$ cat src/fmpa_pkg.sv
// ----------------------------------------------------------------------------
// fmpa_pkg
// Shared types and constants of the frame motion and presence analyser.
// ----------------------------------------------------------------------------
package fmpa_pkg;

  localparam int MAX_SAMPLES_D   = 4096;
  localparam int MAX_DIMENSION_D = 4096;
  localparam int GRID_TARGET_D   = 48;

  localparam logic [15:0] CONF_LOW  = 16'd13107;
  localparam logic [15:0] CONF_HIGH = 16'd52429;

  localparam logic [2:0] REG_WIDTH  = 3'd0;
  localparam logic [2:0] REG_HEIGHT = 3'd1;
  localparam logic [2:0] REG_BTHR   = 3'd2;
  localparam logic [2:0] REG_MTHR   = 3'd3;
  localparam logic [2:0] REG_DTHR   = 3'd4;

  typedef struct packed {
    logic [7:0] pixel_red;
    logic [7:0] pixel_green;
    logic [7:0] pixel_blue;
  } in_req_t;

  typedef struct packed {
    logic [15:0]        mean_brightness;
    logic [15:0]        motion_score;
    logic               motion_compared;
    logic               presence;
    logic               centroid_valid;
    logic signed [15:0] centroid_x;
    logic signed [15:0] centroid_y;
    logic [15:0]        confidence;
    logic [12:0]        sample_count;
  } out_req_t;

  // frame totals handed from front to back
  typedef struct packed {
    logic [20:0] bsum;
    logic [20:0] dsum;
    logic [20:0] wsum;
    logic [32:0] xsum;
    logic [32:0] ysum;
    logic [16:0] scount;
    logic [13:0] wdim;
    logic [13:0] hdim;
    logic [7:0]  bthr;
    logic [15:0] mthr;
    logic        compared;
  } frame_tot_t;

endpackage

$ cat src/fmpa_div.sv
// ----------------------------------------------------------------------------
// fmpa_div
// Restoring divider, one quotient bit per cycle.
// ----------------------------------------------------------------------------
module fmpa_div import fmpa_pkg::*; (
  input  logic        clk,
  input  logic        rst_n,
  input  logic        start,
  input  logic [54:0] num,
  input  logic [54:0] den,
  output logic        done,
  output logic [54:0] quo
);

  logic [54:0] q_r, q_nxt, rem_r, rem_nxt, den_r;
  logic [55:0] trial;
  logic [5:0]  cnt_r;
  logic        busy_r;

  assign trial = {rem_r, q_r[54]};

  always_comb begin
    q_nxt = {q_r[53:0], 1'b0};
    rem_nxt = trial[54:0];
    if (trial >= {1'b0, den_r}) begin
      rem_nxt = 55'(trial - {1'b0, den_r});
      q_nxt[0] = 1'b1;
    end
  end

  always_ff @(posedge clk) begin
    if (!rst_n) begin
      busy_r <= 1'b0; cnt_r <= '0; done <= 1'b0;
    end else if (start) begin
      busy_r <= 1'b1; cnt_r <= 6'd55; q_r <= num; rem_r <= '0; den_r <= den;
      done <= 1'b0;
    end else if (busy_r) begin
      q_r <= q_nxt; rem_r <= rem_nxt; cnt_r <= cnt_r - 1'b1;
      done <= (cnt_r == 6'd1);
      if (cnt_r == 6'd1) busy_r <= 1'b0;
    end else begin
      done <= 1'b0;
    end
  end

  assign quo = q_r;

endmodule

$ cat src/fmpa_back.sv
// ----------------------------------------------------------------------------
// fmpa_back
// Frame-end arithmetic: means, presence, centroids and confidence.
// ----------------------------------------------------------------------------
module fmpa_back import fmpa_pkg::*; (
  input  logic       clk,
  input  logic       rst_n,
  input  logic       tot_valid,
  output logic       tot_ready,
  input  frame_tot_t tot_data,
  output logic       out_valid,
  input  logic       out_ready,
  output out_req_t   out_data
);

  typedef enum logic [6:0] {
    S_IDLE = 7'b0000001, S_CMP = 7'b0000010, S_BM = 7'b0000100, S_MM = 7'b0001000,
    S_CX = 7'b0010000, S_CY = 7'b0100000, S_CF = 7'b1000000
  } st_t;

  st_t         st_r;
  frame_tot_t  t_r;
  out_req_t    o_r;
  logic        ov_r, pres_r, started_r;
  logic        dstart, ddone;
  logic [54:0] dnum, dden, dquo;
  logic [31:0] pb, pm;
  logic [13:0] mx, my;

  fmpa_div u_div (.clk, .rst_n, .start(dstart), .num(dnum), .den(dden),
                  .done(ddone), .quo(dquo));

  assign tot_ready = (st_r == S_IDLE) && !ov_r;
  assign mx = (t_r.wdim > 14'd1) ? t_r.wdim - 14'd1 : 14'd1;
  assign my = (t_r.hdim > 14'd1) ? t_r.hdim - 14'd1 : 14'd1;

  always_comb begin
    dnum = '0; dden = 55'd1;
    unique case (st_r)
      S_BM: begin dnum = 55'(t_r.bsum) << 8; dden = 55'(t_r.scount); end
      S_MM: begin dnum = 55'(t_r.dsum) << 8; dden = 55'(t_r.scount); end
      S_CX: begin dnum = 55'(t_r.xsum) << 16; dden = 55'(t_r.wsum) * 55'(mx); end
      S_CY: begin dnum = 55'(t_r.ysum) << 16; dden = 55'(t_r.wsum) * 55'(my); end
      S_CF: begin dnum = 55'(t_r.dsum) << 16; dden = 55'(t_r.scount) * 55'd18; end
      default: ;
    endcase
  end
  assign dstart = !started_r && (st_r != S_IDLE) && (st_r != S_CMP);

  function automatic logic [15:0] sat15(input logic [54:0] q);
    logic [15:0] r;
    if (q >= 55'd65535) r = 16'h7fff;
    else r = 16'(q[15:0] - 16'h8000);
    return r;
  endfunction

  always_ff @(posedge clk) begin
    pb <= 32'(t_r.bthr) * 32'(t_r.scount);
    pm <= 32'(t_r.mthr) * 32'(t_r.scount);
    if (!rst_n) begin
      st_r <= S_IDLE; ov_r <= 1'b0; started_r <= 1'b0;
    end else begin
      if (ov_r && out_ready) ov_r <= 1'b0;
      if (dstart) started_r <= 1'b1;
      unique case (st_r)
        S_IDLE: if (tot_valid && tot_ready) begin
          t_r <= tot_data; st_r <= S_CMP; started_r <= 1'b1;
        end
        S_CMP: begin
          if (started_r) started_r <= 1'b0;
          else begin
            pres_r <= (32'(t_r.bsum) >= pb) && ({t_r.dsum, 8'd0} >= 29'(pm));
            st_r <= S_BM;
          end
        end
        S_BM: if (ddone) begin
          o_r.mean_brightness <= dquo[15:0]; st_r <= S_MM; started_r <= 1'b0;
        end
        S_MM: if (ddone) begin
          o_r.motion_score <= dquo[15:0]; st_r <= S_CX; started_r <= 1'b0;
        end
        S_CX: if (ddone) begin
          o_r.centroid_x <= (t_r.wsum != '0) ? sat15(dquo) : 16'sd0;
          st_r <= S_CY; started_r <= 1'b0;
        end
        S_CY: if (ddone) begin
          o_r.centroid_y <= (t_r.wsum != '0) ? sat15(dquo) : 16'sd0;
          st_r <= S_CF; started_r <= 1'b0;
        end
        S_CF: if (ddone) begin
          if (!pres_r) o_r.confidence <= '0;
          else if (dquo < 55'(CONF_LOW)) o_r.confidence <= CONF_LOW;
          else if (dquo > 55'(CONF_HIGH)) o_r.confidence <= CONF_HIGH;
          else o_r.confidence <= dquo[15:0];
          o_r.motion_compared <= t_r.compared;
          o_r.presence <= pres_r;
          o_r.centroid_valid <= (t_r.wsum != '0);
          o_r.sample_count <= t_r.scount[12:0];
          ov_r <= 1'b1; st_r <= S_IDLE; started_r <= 1'b0;
        end
        default: st_r <= S_IDLE;
      endcase
    end
  end

  assign out_valid = ov_r;
  assign out_data  = o_r;

endmodule

$ cat config.mk
export PLATFORM = sky130hd
export DESIGN_NAME = fmpa_back
export DESIGN_NICKNAME = d
export VERILOG_FILES = /design/src/fmpa_pkg.sv /design/src/fmpa_div.sv /design/src/fmpa_back.sv
export SDC_FILE = /design/constraint.sdc
export NUM_CORES = 2
export LEC_CHECK = 0
export ABC_AREA = 1
export BUFFER_PORTS_ARGS = -buffer_cell sky130_fd_sc_hd__buf_2
export CAP_MARGIN = 20
export CORE_ASPECT_RATIO = 2
export CORE_MARGIN = 1
export CORE_UTILIZATION = 30
export CTS_CLUSTER_SIZE = 10
export DETAILED_ROUTE_END_ITERATION = 7
export HOLD_SLACK_MARGIN = 0.05
export SLEW_MARGIN = 20
export SYNTH_ARGS = -nofsm -noshare
export SYNTH_HDL_FRONTEND = slang
export SYNTH_SLANG_ARGS = --single-unit
$ cat constraint.sdc
create_clock -name clk -period 14.25 [get_ports clk]
set_clock_uncertainty 0.2 [all_clocks]
set_input_delay 0.7125 -clock clk [delete_from_list [all_inputs] [get_ports clk]]
set_output_delay 0.7125 -clock clk [all_outputs]
set_load 0.01 [all_outputs]
# After elaboration in Yosys (flattened, before gate mapping)
# Index checks and enable logic that the tools add are counted.
# totals
ff_bits,532
inputBits,203
output_inout_bits,98
elab_cells,132
# op_classes
addsub,5
mul,5
order_cmp,8
eq_ne,17
mux,34
bitwise_logic,4
reduce_logical,25
# op_table
cell,n
$pmux W49 S5,1
$mux W55,4
$pmux W35 S4,1
$mul A21 B14 Y35,2
$ge A56 B55 Y1,1
$ge A55 B16 Y1 const B,1
$gt A55 B16 Y1 const B,1
$lt A55 B14 Y1 const B,1
$sub A55 B55 Y55,1
$mux W7,7
$pmux W7 S7,1
$mux W16,3
$mux W14,3
$ge A29 B29 Y1,1
$mul A16 B17 Y29,1
$gt A14 B1 Y1 const B,2
$sub A14 B1 Y14 const B,2
$ge A21 B25 Y1,1
$mul A8 B17 Y25,1
$mul A17 B4 Y21 const B,1
$reduce_and A3 Y1,7
$reduce_bool A21 Y1,1
$sub A16 B16 Y16 const B,1
$mux W6,2
other kinds (24),51

# Depth between registers and ports, before layout
# logic_depth
word_depth,6
ltp_mapped,34

# Hierarchy
# From an unflattened synthesis, not the netlist that was laid out.
# unflattened
hier_cells,7893
hier_area_um2,61536.5
# by_module_without_submodules
mod,instances,cells_each,area_per_inst_um2,seq_area_each_um2
fmpa_back,1,6156,49443.7,10149.7
fmpa_div,1,1737,12092.8,5114.9

# Worst setup path after synthesis
# OpenSTA, ideal clock, no wires.
# synth_path
path_kind,input port to flip-flop
start,in tot_valid
end,reg t_r[0] (netlist bit) (enable)
arrival_ps,9262
path_slack_ps,4027
cell_stages,4
cell_sequence,inv_1 -> nor3_1 -> inv_1 -> nor2_1
# synth_between
elab_chain_len,2
# synth_rtl
element,line,source
"start, declared",fmpa_back.sv:8,"input logic tot_valid,"
$logic_and A1 B1 Y1,fmpa_back.sv:66,S_IDLE: if (tot_valid && tot_ready) begin
$reduce_and A3 Y1 (no source line),-,
"end signal, assigned",fmpa_back.sv:67,t_r <= tot_data; st_r <= S_CMP; started_r <= 1'b1;
"end, declared",fmpa_back.sv:22,frame_tot_t t_r;
# Every way passes these cells.
# A chain may end at the register's enable or synchronous reset.

# Worst setup path in the final report
# layout_path
start,reg t_r[39] (netlist bit)
end,"reg u_div.den_r[28], data pin"
# layout_between
elab_chain_len,4
word_cells_on_any_way,5
classes_between,add/sub (1); mul (1); order compare (1); mux (2)
# layout_rtl
element,line,source
$sub A14 B1 Y14 or $gt A14 B1 Y1 (tied branches),fmpa_back.sv:34,assign mx = (t_r.wdim > 14'd1) ? t_r.wdim - 14'd1 : 14'd1;
$mux W14 *,fmpa_back.sv:34,
$mul A21 B14 Y35 *,fmpa_back.sv:42,S_CX: begin dnum = 55'(t_r.xsum) << 16; dden = 55'(t_r.wsum) * 55'(mx); end
$pmux W35 S4 *,fmpa_back.sv:39,unique case (st_r)
named net dden[28],fmpa_back.sv:26,"logic [54:0] dnum, dden, dquo;"
"end signal, assigned",fmpa_div.sv:35,busy_r <= 1'b1; cnt_r <= 6'd55; q_r <= num; rem_r <= '0; den_r <= den;
"end, declared",fmpa_div.sv:15,"logic [54:0] q_r, q_nxt, rem_r, rem_nxt, den_r;"
# Mark *: on every way through the listed nets, which the timed path passes. The rest lies on a longest branch.

==> metrics list <==
* Result of the run: finished, final reports clean
- In this run, CTS created clock tree buffers numbering 60.
- Initial DRT Pass Iterations: 8
* Antenna violations before repair: 5
- Placer congestion estimate: 1.06
- Along the worst path, the maximum fanout reaches 11.
- Syn_nets: 8,593
- Largest net degree at the start of global routing: 67
* Unrepaired setup endpoints after global routing: no
- Die area: 0.197 sq mm
- Clock tree from TritonCTS: built
* Chip Height: 626 um
- The number of max-slew violations in the final report came to 0.
- Netlist Area Pre-Place: 0.0584 sq mm
- The floorplan has 228 rows.
- Among all cell types in the netlist, the one instantiated most often is sky130_fd_sc_hd__nand2_1.
- For this run, the number of Yosys warnings is 0.
* Flops & latches, synth: 512
- The critical path is of the reg -> reg type.
* Cell accounting for the most synthesized area: sky130_fd_sc_hd__fa_1
- Period utilisation layout: 65.2%
- Starting utilization of the core area: 30.2%
- Clk buf depth: 3
- STA classifies the critical path endpoint as a register.
* Setup Fix Bufs, Post-CTS: 0
- Worst min-delay path category: in -> reg
- For this block, the via count after detailed routing is 50,009.
- Area growth from synthesis to final layout: 14.0%
* Average detailed-routed wire length per instance: 21.5 um
* Number of failing setup endpoints in the final timing report: 0
- In the routed design, unresolved DRC markers number 0.
- Slew HR: 21.2%
- Count of routing violations after the opening detailed-route iteration: 3,332
- Post-Syn Instances: 7,207
- Total half-perimeter wirelength after legalization and detailed placement: 175 mm
- Top cells by count, synth: sky130_fd_sc_hd__nand2_1, sky130_fd_sc_hd__inv_1, sky130_fd_sc_hd__fa_1, sky130_fd_sc_hd__nor2_1, sky130_fd_sc_hd__edfxtp_1
- For the pin with the worst max-slew slack, the measured transition is 1.18 ns.
- The net count of the finished layout is 8,991.
- CTS saw 512 sinks.
- First-pass GRT wire length: 327 mm
- Cells with a size suffix above 1 make up 7.72% of the layout.
- Die extent in x: 314 um
- Root buffer cell: sky130_fd_sc_hd__clkbuf_16
- Achievable frequency: 108 MHz
- EDFF count, synth: 441
- Area inside the core boundary: 0.193 sq mm
- Async set or reset register ratio after synthesis: 0%
- Clock period minus final worst setup slack: 9.30 ns
- Via density per instance: 4.91
* Clock insertion delay at the later pin of the skew report: 0.74 ns
* CTS HTree Levels: 2
- Top post-synthesis cells by area: sky130_fd_sc_hd__fa_1, sky130_fd_sc_hd__edfxtp_1, sky130_fd_sc_hd__nand2_1
- Residual antenna-violating net count after detailed routing: 0
- Post-synth top area share: 25.5%
- Io pins: 301
- In this run, post-CTS repair resized a total of 0 instances.
- Critical Path AT: 9.58 ns
- WP data required: 14.54 ns
* Via count of the first global-routing pass: 54,035
- Counting the fill cells in the layout gives 20,094.
* Endpoints failing hold: 0
- The netlist uses 57 different library cells.
- Mean area per synthesized cell: 8.10 sq um
- Number of maximum-capacitance constraint violations: 0
- After clock tree synthesis, the clock-pin slew on the worst setup and hold paths is 0.08 ns.
- Port Buffers: 300
* Share of the yosys chip area belonging to registers: 25.1%
* Startpoint kind of the worst setup timing path: register
- CTS hold repair buffers: 199
- The routed design has 219 mm of wire.
- Flip-flop cell with the highest count after synthesis: sky130_fd_sc_hd__edfxtp_1
- Global-route total usage across every layer: 22.5%
- Global routing finished with a remaining overflow of 0.
- In the final timing run, aggregate negative setup slack is 0 ns.
final timing paths:
| path | from | to | slack, ns | cells after the start |
|---|---|---|---|---|
| hold reg to reg | t_r[0] | out_data[63] | 0.23 | 0 |
| setup reg to reg | t_r[39] | u_div.den_r[28] | 4.95 | 27 |
| setup / recovery | t_r[39] | u_div.den_r[28] | 4.95 | 27 |
| hold / removal | out_ready | out_valid | 0.11 | 2 |
critical path, cell delays in order (launching register included):
cell and delay [ns]:
sky130_fd_sc_hd__edfxtp_1 0.40, sky130_fd_sc_hd__inv_1 0.08, sky130_fd_sc_hd__ha_1 0.24, sky130_fd_sc_hd__o2111ai_1 0.69
sky130_fd_sc_hd__inv_1 0.26, sky130_fd_sc_hd__nor2_1 0.77, sky130_fd_sc_hd__inv_1 0.45, sky130_fd_sc_hd__nor2_1 0.25
sky130_fd_sc_hd__fa_1 0.45, sky130_fd_sc_hd__inv_1 0.10, sky130_fd_sc_hd__fa_1 0.41, sky130_fd_sc_hd__inv_1 0.13
sky130_fd_sc_hd__fa_1 0.45, sky130_fd_sc_hd__inv_1 0.09, sky130_fd_sc_hd__fa_1 0.44, sky130_fd_sc_hd__fa_1 0.56
sky130_fd_sc_hd__inv_1 0.06, sky130_fd_sc_hd__fa_1 0.55, sky130_fd_sc_hd__ha_1 0.45, sky130_fd_sc_hd__nand2_1 0.13
sky130_fd_sc_hd__nor2_1 0.35, sky130_fd_sc_hd__nand4_1 0.12, sky130_fd_sc_hd__o21ai_0 0.65, sky130_fd_sc_hd__nand2_1 0.34
sky130_fd_sc_hd__nand3_1 0.15, sky130_fd_sc_hd__nand2_1 0.06, sky130_fd_sc_hd__nand3_1 0.14, sky130_fd_sc_hd__nand2_1 0.07
cell type report:
type	count	area [sq um]	area share [%]
multi-input cells	4828	36600	55.0
flip-flops and latches	512	14700	22.0
inverters	1631	6120	9.20
repair buffers	572	4040	6.07
well taps	2530	3170	4.76
clock buffers	104	1740	2.61
clock inverters	8	178	0.267
diodes	1	2.50	0.00376
placed cells by master, fill, tap and decap left out, types with 21 or more instances in the layout:
| master | count |
|---|---|
| sky130_fd_sc_hd__nand2_1 | 1843 |
| sky130_fd_sc_hd__inv_1 | 1591 |
| sky130_fd_sc_hd__fa_1 | 745 |
| sky130_fd_sc_hd__nor2_1 | 635 |
| sky130_fd_sc_hd__edfxtp_1 | 441 |
| sky130_fd_sc_hd__ha_1 | 438 |
| sky130_fd_sc_hd__buf_2 | 300 |
| sky130_fd_sc_hd__nand3_1 | 262 |
| sky130_fd_sc_hd__a21oi_1 | 216 |
| sky130_fd_sc_hd__dlygate4sd3_1 | 199 |
| sky130_fd_sc_hd__o21ai_0 | 161 |
| sky130_fd_sc_hd__buf_4 | 73 |
| sky130_fd_sc_hd__dfxtp_1 | 71 |
| sky130_fd_sc_hd__nand4_1 | 63 |
| sky130_fd_sc_hd__clkbuf_16 | 61 |
| sky130_fd_sc_hd__nor3_1 | 53 |
| sky130_fd_sc_hd__nor2_2 | 49 |
| sky130_fd_sc_hd__xnor2_1 | 49 |
| sky130_fd_sc_hd__xor2_1 | 45 |
| sky130_fd_sc_hd__clkbuf_1 | 38 |
| sky130_fd_sc_hd__nand2_2 | 26 |
| sky130_fd_sc_hd__inv_2 | 24 |
| sky130_fd_sc_hd__nor4_1 | 22 |
| sky130_fd_sc_hd__o21bai_1 | 22 |
| sky130_fd_sc_hd__nand3b_1 | 22 |
| sky130_fd_sc_hd__or2_2 | 21 |
metal layers:
layer | part of all wire [%] | up-vias | GRT usage [%] | wire, um
met5 | 0.0046 | - | 0 | 10
met4 | 11 | 2 | 21.2 | 24600
met3 | 4.7 | 889 | 2.56 | 10300
li1 | - | 22714 | - | -
met2 | 53 | 2009 | 42.2 | 116000
met1 | 31 | 24395 | 20.9 | 68500
sequential cells by signal, indices dropped and copies added, names as in the netlist:
| register | cells |
|---|---|
| u_div.den_r | 35 |
| pres_r | 1 |
| t_r | 199 |
| pb | 25 |
| u_div.quo | 55 |
| u_div.rem_r | 55 |
| out_valid | 1 |
| u_div.busy_r | 1 |
| st_r | 7 |
| u_div.cnt_r | 6 |
| out_data | 96 |
| started_r | 1 |
| pm | 29 |
| u_div.done | 1 |
stage by stage:
stage	cells	setup slack [ns]	instance area (sq um)	utilization [%]	hold WS [ns]
after global routing	10186	4.50	66500	34.5	0.123
after CTS	10185	5.10	66500	34.5	0.111
final	10186	4.95	66500	34.5	0.110
after floorplan	7207	4.03	58400	-	0.200
after detailed placement	9874	5.13	62600	32.4	0.213
after global placement	9874	5.23	62600	32.4	0.205
logic make-up (layout without fill, tap and decap cells):
family,after synthesis,in the layout,share of synthesized area (%)
compound gates,525,525,5.05
flops,512,512,25.1
other cells,0,1,0
buf+inv,1867,2315,12.2
xor+xnor,94,94,1.41
simple gates,3026,3026,21.3
fa+ha+maj,1183,1183,34.9
Power is not shown: default switching activity piles up to over one toggle a cycle in this logic, so the estimate is an artifact.
